==> config.mk <==
export PLATFORM = sky130hd
export DESIGN_NAME = rtia_alu
export DESIGN_NICKNAME = d
export VERILOG_FILES = /design/src/rtia_pkg.sv /design/src/rtia_alu.sv
export SDC_FILE = /design/constraint.sdc
export NUM_CORES = 1
export LEC_CHECK = 0
export BUFFER_PORTS_ARGS = -buffer_cell sky130_fd_sc_hd__buf_2
export CAP_MARGIN = 20
export CORE_AREA = 2 2 166 168
export DETAILED_ROUTE_END_ITERATION = 12
export DIE_AREA = 0 0 168 170
export PLACE_DENSITY = 0.68
export SYNTH_ARGS = -nofsm -noshare
export SYNTH_HDL_FRONTEND = slang
export SYNTH_SLANG_ARGS = --single-unit
==> constraint.sdc <==
create_clock -name vclk -period 5.17
set_clock_uncertainty 0.05 [all_clocks]
set_input_delay 0.2585 -clock vclk [all_inputs]
set_output_delay 0.2585 -clock vclk [all_outputs]
set_load 0.01 [all_outputs]
==> src/rtia_pkg.sv <==
`timescale 1ns / 1ps
package rtia_pkg;

  localparam int DefMaxRegions = 256;
  localparam int DefPosBits    = 32;

  typedef enum logic [1:0] {
    REQ_APPEND = 2'd0,
    REQ_CHANGE = 2'd1,
    REQ_READ   = 2'd2,
    REQ_NONE   = 2'd3
  } req_t;

  typedef enum logic [1:0] {
    ST_OK      = 2'd0,
    ST_FULL    = 2'd1,
    ST_RANGE   = 2'd2,
    ST_OUTSIDE = 2'd3
  } status_t;

  typedef enum logic [3:0] {
    S_IDLE,
    S_DISPATCH,
    S_FIND_RD,
    S_FIND,
    S_UPD_RD,
    S_UPD,
    S_READ_RD,
    S_READ_WAIT,
    S_DONE
  } state_t;

  // classification of one region against a deletion span
  typedef enum logic [2:0] {
    CL_ERASE,
    CL_INSIDE,
    CL_BEFORE,
    CL_AFTER,
    CL_HEAD,
    CL_TAIL
  } class_t;

endpackage

==> src/rtia_alu.sv <==
`timescale 1ns / 1ps
// shared region update unit: one region per use
module rtia_alu
  import rtia_pkg::*;
#(
  parameter int PosBits = DefPosBits
) (
  input  logic               del,
  input  logic [PosBits-1:0] ds,
  input  logic [PosBits-1:0] de,
  input  logic [PosBits-1:0] mag,
  input  logic [PosBits-1:0] s,
  input  logic [PosBits-1:0] e,
  output logic [PosBits-1:0] s_new,
  output logic [PosBits-1:0] e_new,
  output logic               erase
);

  logic [PosBits:0]   s_add;
  logic [PosBits:0]   e_add;
  logic [PosBits-1:0] s_sub;
  logic [PosBits-1:0] e_sub;
  class_t             cl;

  assign s_add = {1'b0, s} + {1'b0, mag};
  assign e_add = {1'b0, e} + {1'b0, mag};
  assign s_sub = (s > mag) ? (s - mag) : '0;
  assign e_sub = (e > mag) ? (e - mag) : '0;

  // classify the region against the deletion span
  always_comb begin
    if (ds <= s && de >= e)      cl = CL_ERASE;
    else if (ds >= s && de <= e) cl = CL_INSIDE;
    else if (ds > e)             cl = CL_BEFORE;
    else if (de < s)             cl = CL_AFTER;
    else if (ds < s)             cl = CL_HEAD;
    else                         cl = CL_TAIL;
  end

  always_comb begin
    s_new = s;
    e_new = e;
    erase = 1'b0;
    if (!del) begin
      s_new = s_add[PosBits] ? '1 : s_add[PosBits-1:0];
      e_new = e_add[PosBits] ? '1 : e_add[PosBits-1:0];
    end else begin
      case (cl)
        CL_ERASE:  erase = 1'b1;
        CL_INSIDE: e_new = e_sub;
        CL_AFTER: begin
          s_new = s_sub;
          e_new = e_sub;
        end
        CL_HEAD: begin
          s_new = ds;
          e_new = e_sub;
        end
        CL_TAIL:   e_new = (ds > 0) ? ds - 1'b1 : '0;
        default: ;
      endcase
    end
  end

endmodule

# Word-level counts from Yosys, hierarchy flattened
# Index checks and enable logic that the tools add are counted.
word_totals:
  inputBits: 161
  reg_bits: 0
op_classes:
  n_mux: 16
  addsub: 5
  n_eq_ne: 4
  n_reduce_logical: 4
  order_cmp: 10
ops:
  columns: ["cell", "n"]
  rows:
  - ["2-to-1 mux 32 bit", 7]
  - ["one-hot mux 32 bit (2 select lines)", 2]
  - ["> comparator 32 bit", 3]
  - ["adder 32 x 32 -> 33 bit", 2]
  - [">= comparator 32 bit", 2]
  - ["less-or-equal comparator 32 bit", 2]
  - ["< comparator 32 bit", 2]
  - ["subtractor 32 bit", 2]
  - ["> comparator 32 x 1 -> 1 bit (second input constant)", 1]
  - ["subtractor 32 x 1 -> 32 bit (second input constant)", 1]
  - ["2-to-1 mux 3 bit", 4]
  - ["== test 3 bit (second input constant)", 2]
  - ["== test 3 x 1 -> 1 bit (second input constant)", 1]
  - ["== test 3 x 2 -> 1 bit (second input constant)", 1]
  - ["logical NOT 3 bit", 1]
  - ["2-to-1 mux 1 bit", 3]
  - ["OR reduction 3 bit", 1]
  - ["logical AND 1 bit", 2]

# Depth between registers and ports, before layout
depth:
  ltp_word: 10
  mapped_depth: 15

# Worst setup path after synthesis
# No wires, ideal clock.
synth_path:
  kind: "input-to-output"
  from: "input mag[1]"
  to: "output s_new[9]"
  n_path_buf: 1
  path_slack_ns: 1.599
  cell_stages: 12
  required_ns: 4.862
  arrival_ns: 3.263
  cell_sequence: "inv_1 > fa_1 > or2_2 > a221oi_2 > o211a_1 > o311ai_1 > nor3_1 > o211ai_1 > a31oi_1 > buf_2 > nor3_1 > nor4_1"
synth_between:
  elab_chain_cells: 4
  elab_cells_between_ends: 7
  cone_classes: "add/sub: 2; order compare: 1; mux: 4"
synth_lines:
  columns: ["element", "line_no", "rtl"]
  rows:
  - ["start, declared", "rtia_alu.sv:11", "input logic [PosBits-1:0] mag,"]
  - ["subtractor 32 bit / > comparator 32 bit (equally long branches)", "rtia_alu.sv:27", "assign s_sub = (s > mag) ? (s - mag) : '0;"]
  - ["2-to-1 mux 32 bit", "rtia_alu.sv:27", null]
  - ["one-hot mux 32 bit (2 select lines)", "rtia_alu.sv:48", "case (cl)"]
  - ["2-to-1 mux 32 bit *", "rtia_alu.sv:44", "if (!del) begin"]
  - ["end, declared", "rtia_alu.sv:14", "output logic [PosBits-1:0] s_new,"]
# Mark *: on every way between the ends. The rest lies on a longest branch, timed or not.

# Worst setup path in the final report
layout_path:
  from: "input e[7]"
  to: "output e_new[25]"
layout_between:
  elab_chain_cells: 8
  elab_cells_between_ends: 20
  cone_classes: "add/sub: 2; order compare: 4; eq/ne: 4; mux: 7; reduce/logical: 3"
layout_lines:
  columns: ["element", "line_no", "rtl"]
  rows:
  - ["start, declared", "rtia_alu.sv:13", "input logic [PosBits-1:0] e,"]
  - ["> comparator 32 bit / less-or-equal comparator 32 bit (equally long branches)", "rtia_alu.sv:34, rtia_alu.sv:33", null]
  - ["2-to-1 mux 3 bit / logical AND 1 bit (equally long branches)", "rtia_alu.sv:34, rtia_alu.sv:33", null]
  - ["2-to-1 mux 3 bit", "rtia_alu.sv:33", "else if (ds >= s && de <= e) cl = CL_INSIDE;"]
  - ["2-to-1 mux 3 bit", "rtia_alu.sv:32", "if (ds <= s && de >= e) cl = CL_ERASE;"]
  - ["== test 3 bit (tied with other cells)", "rtia_alu.sv:48", null]
  - ["OR reduction 3 bit (no source line)", null, null]
  - ["one-hot mux 32 bit (2 select lines)", "rtia_alu.sv:48", null]
  - ["2-to-1 mux 32 bit *", "rtia_alu.sv:44", null]
  - ["end, declared", "rtia_alu.sv:15", "output logic [PosBits-1:0] e_new,"]
# Marked as above.

==> out/qor.yml <==
clocking:
  cts_resized: 0
  cts_setup_buffers: 0
  cts-hold-fix-buffers: 0
global_routing:
  antenna_found_initial: 8
  grt_pass1_vias: 16100
  grt_max_degree: 41
  grt_pass1_wl_mm: 91.0
  grt_overflow: 0
  track_usage_pct: 40.7
yosys:
  synth.avg_cell_area_um2: 6.68
  yosys.cell_types.count: 89
  yosysTopAreaCellShare_pct: 25.0
  yosysTopAreaCell: "ha_1"
  synth_area_leaders: "ha_1, a21oi_1, inv_1, o21ai_0, nor2_1"
  syn_area_um2: 12900
  netlist_instances: 1928
  syn_nets: 2350
  yosys_warnings: 0
  yosysSeqAreaShare_pct: 0
sta:
  setup_ws_ns: 0.446
  fin_crit_ns: 4.72
  report.final.slew_viol_count: 0
  setup_tns_ns: 0
  setup_viol: 0
  timing.fmax_ghz: 0.212
  worst_slew_pin_slew_ns: 1.07
  finalHoldViolations: 0
  rsz0062_at_grt: "no"
  slew_headroom_pct: 28.6
  fin_crit_sh_pct: 91.4
worst_setup_path:
  critPathBufInv: 4
  worst-path-max-fanout: 8
  worstSetupPathType: "in2out"
  worst_ep_arrival_time_ns: 4.42
  cp_top_family: "compound AO/OA/AOI/OAI gates"
  critical_path.startpoint: "e[7]"
  required_ns: 4.86
  cp.depth: 14
  cp-end-kind: "primary output"
  crit_chain: "buf_2 > inv_1 > ha_1 > nand4_1 > nor3_1 > nand4_1 > a32o_1 > a21oi_1 > o21ai_0 > a2111oi_4 > buf_4 > o22ai_1 > a311oi_1 > buf_2"
  crit_path_max_incr_delay_ns: 0.74
  setup.worst_path.end: "e_new[25]"
  cp-start-kind: "input pin"
  crit_slowest_cell: "a2111oi_4"
cells_and_area:
  seqCellArea_um2: 0
  drive_gt1_share_pct: 14.9
  clock_buffers: 0
  areaGrowthSynthToFinish_pct: 11.5
  nFillCells: 2724
  design.seq.count: 0
  nets: 2517
detailed_routing:
  drt_pre_antenna_iters: 6
  drcViolationCount: 0
  vias_per_cell: 6.83
  vias: 16700
  wl_per_cell_um: 24.9
  drt_iter0_drc: 1750
  detail-route-antenna-nets: 0
  wl_mm: 60.8
floorplanning:
  initial_core_util_pct: 48.3
  fp.dieH_um: 170
  die_area_um2: 28600
  num_rows: 60
  io-pin-count: 226
  fp.dieW_um: 168
  core_um2: 26700
worst_hold_path:
  min_path_type: "in2out"
placement:
  io_buffers: 226
  dp_slack_ns: 0.628
  post-dp-hpwl_mm: 50.8
  place.gp.congestion: 1.04
run:
  maxCapViolCount: 0
run_status:
  status: "finished clean"
pwr:
  ir_worst_vdd_uv: 79.4
  power.density_nw_per_um2: 143
  leakage_nw: 6.64
-- worst min-delay path: cells and delay by family --
kind,cells,cell delay [ns]
adders and majority gates,1,0.18
AOI/OAI and AO/OA,1,0.07
buffers and inverters,2,0.27
-- placed cells by master, fill, tap and decap left out, types with 29 or more instances in the layout --
| master | count |
|---|---|
| a211oi_1 | 37 |
| buf_4 | 35 |
| ha_1 | 257 |
| a21o_1 | 31 |
| nor3_1 | 72 |
| o211ai_1 | 33 |
| nand3_1 | 44 |
| nand2_1 | 114 |
| nor2_1 | 131 |
| o21ai_0 | 135 |
| buf_2 | 226 |
| inv_1 | 180 |
| a21oi_1 | 211 |
| nand2b_1 | 44 |
| o21bai_1 | 29 |
| nand4_1 | 54 |
| xnor2_1 | 29 |
-- cell families (layout without fill, tap and decap cells) --
kind of cell / Yosys count / after routing / share of synthesized area (%)
AO/OA/AOI/OAI: 743 / 743 / 38.9
XOR/XNOR: 36 / 36 / 2.45
adder cells (fa/ha/maj): 261 / 261 / 25.6
buffers and inverters: 278 / 443 / 8.41
multiplexers: 3 / 3 / 0.243
other: 0 / 4 / 0
AND/OR/NAND/NOR: 607 / 607 / 24.4
-- metal layers --
layer  global-route usage (%)  vias to the layer above  wire length, µm
met3                     5.40                      281             4930
met2                     69.6                     1004            27300
met5                        0                        -               46
met4                     29.3                        6             5330
met1                     47.0                     7710            23200
li1                         -                     7658                -
-- metrics by stage --
step / hold WS, ns / power [mW] / utilization (%) / area [µm²] / instances
CTS: 0.979 / 1.99 / 53.8 / 14300 / 2434
global placement: 0.987 / 1.96 / 53.8 / 14300 / 2434
floorplan: 0.678 / 1.25 / - / 12900 / 1928
finish: 0.986 / 2.05 / 53.9 / 14400 / 2438
global route: 1.01 / 2.21 / 53.8 / 14300 / 2434
detailed placement: 0.969 / 1.98 / 53.8 / 14300 / 2434
-- final cells by class --
class              count  area [µm²]  share of cell area [%]
well taps            341         427                    2.97
inverters            180         676                    4.71
multi-input cells   1650       11800                    82.3
diodes                 4        10.0                  0.0697
repair buffers       263        1430                    9.99
-- synth_stat cells (10+ instances only) --
library cell  instances
ha_1                257
a21oi_1             211
inv_1               180
o21ai_0             135
nor2_1              131
nand2_1             114
nor3_1               72
clkbuf_1             70
nand4_1              54
nand2b_1             45
nand3_1              44
a211oi_1             37
o211ai_1             33
a21o_1               31
o21bai_1             29
xnor2_1              29
o2111ai_1            28
buf_2                25
o31ai_1              25
nor4_1               24
or3_1                23
a31oi_1              22
nor2b_1              22
a221oi_1             17
o22ai_1              17
or2_2                13
o21a_1               12
o221ai_1             12
and2_1               11
and3_1               11
a21boi_0             10
a311oi_1             10
or4_1                10
-- worst min path at each step --
stage | start | to | slack (ns) | depth (start not counted)
2_1_floorplan | mag[0] | s_new[0] | 0.68 | 2
3_3_place_gp | mag[0] | s_new[0] | 0.99 | 4
3_5_place_dp | mag[0] | s_new[0] | 0.97 | 4
4_1_cts | mag[0] | s_new[0] | 0.98 | 4
5_1_grt | mag[0] | s_new[0] | 1.01 | 4
6_report | mag[0] | s_new[0] | 0.99 | 4
-- where the power goes --
group	internal (mW)	leakage [nW]	switching, mW
Sequential	0	0	0
Combinational	0.738	6.64	1.32
Clock	0.000000103	0.0000254	0
No activity file was read; power rests on OpenSTA's default activity.
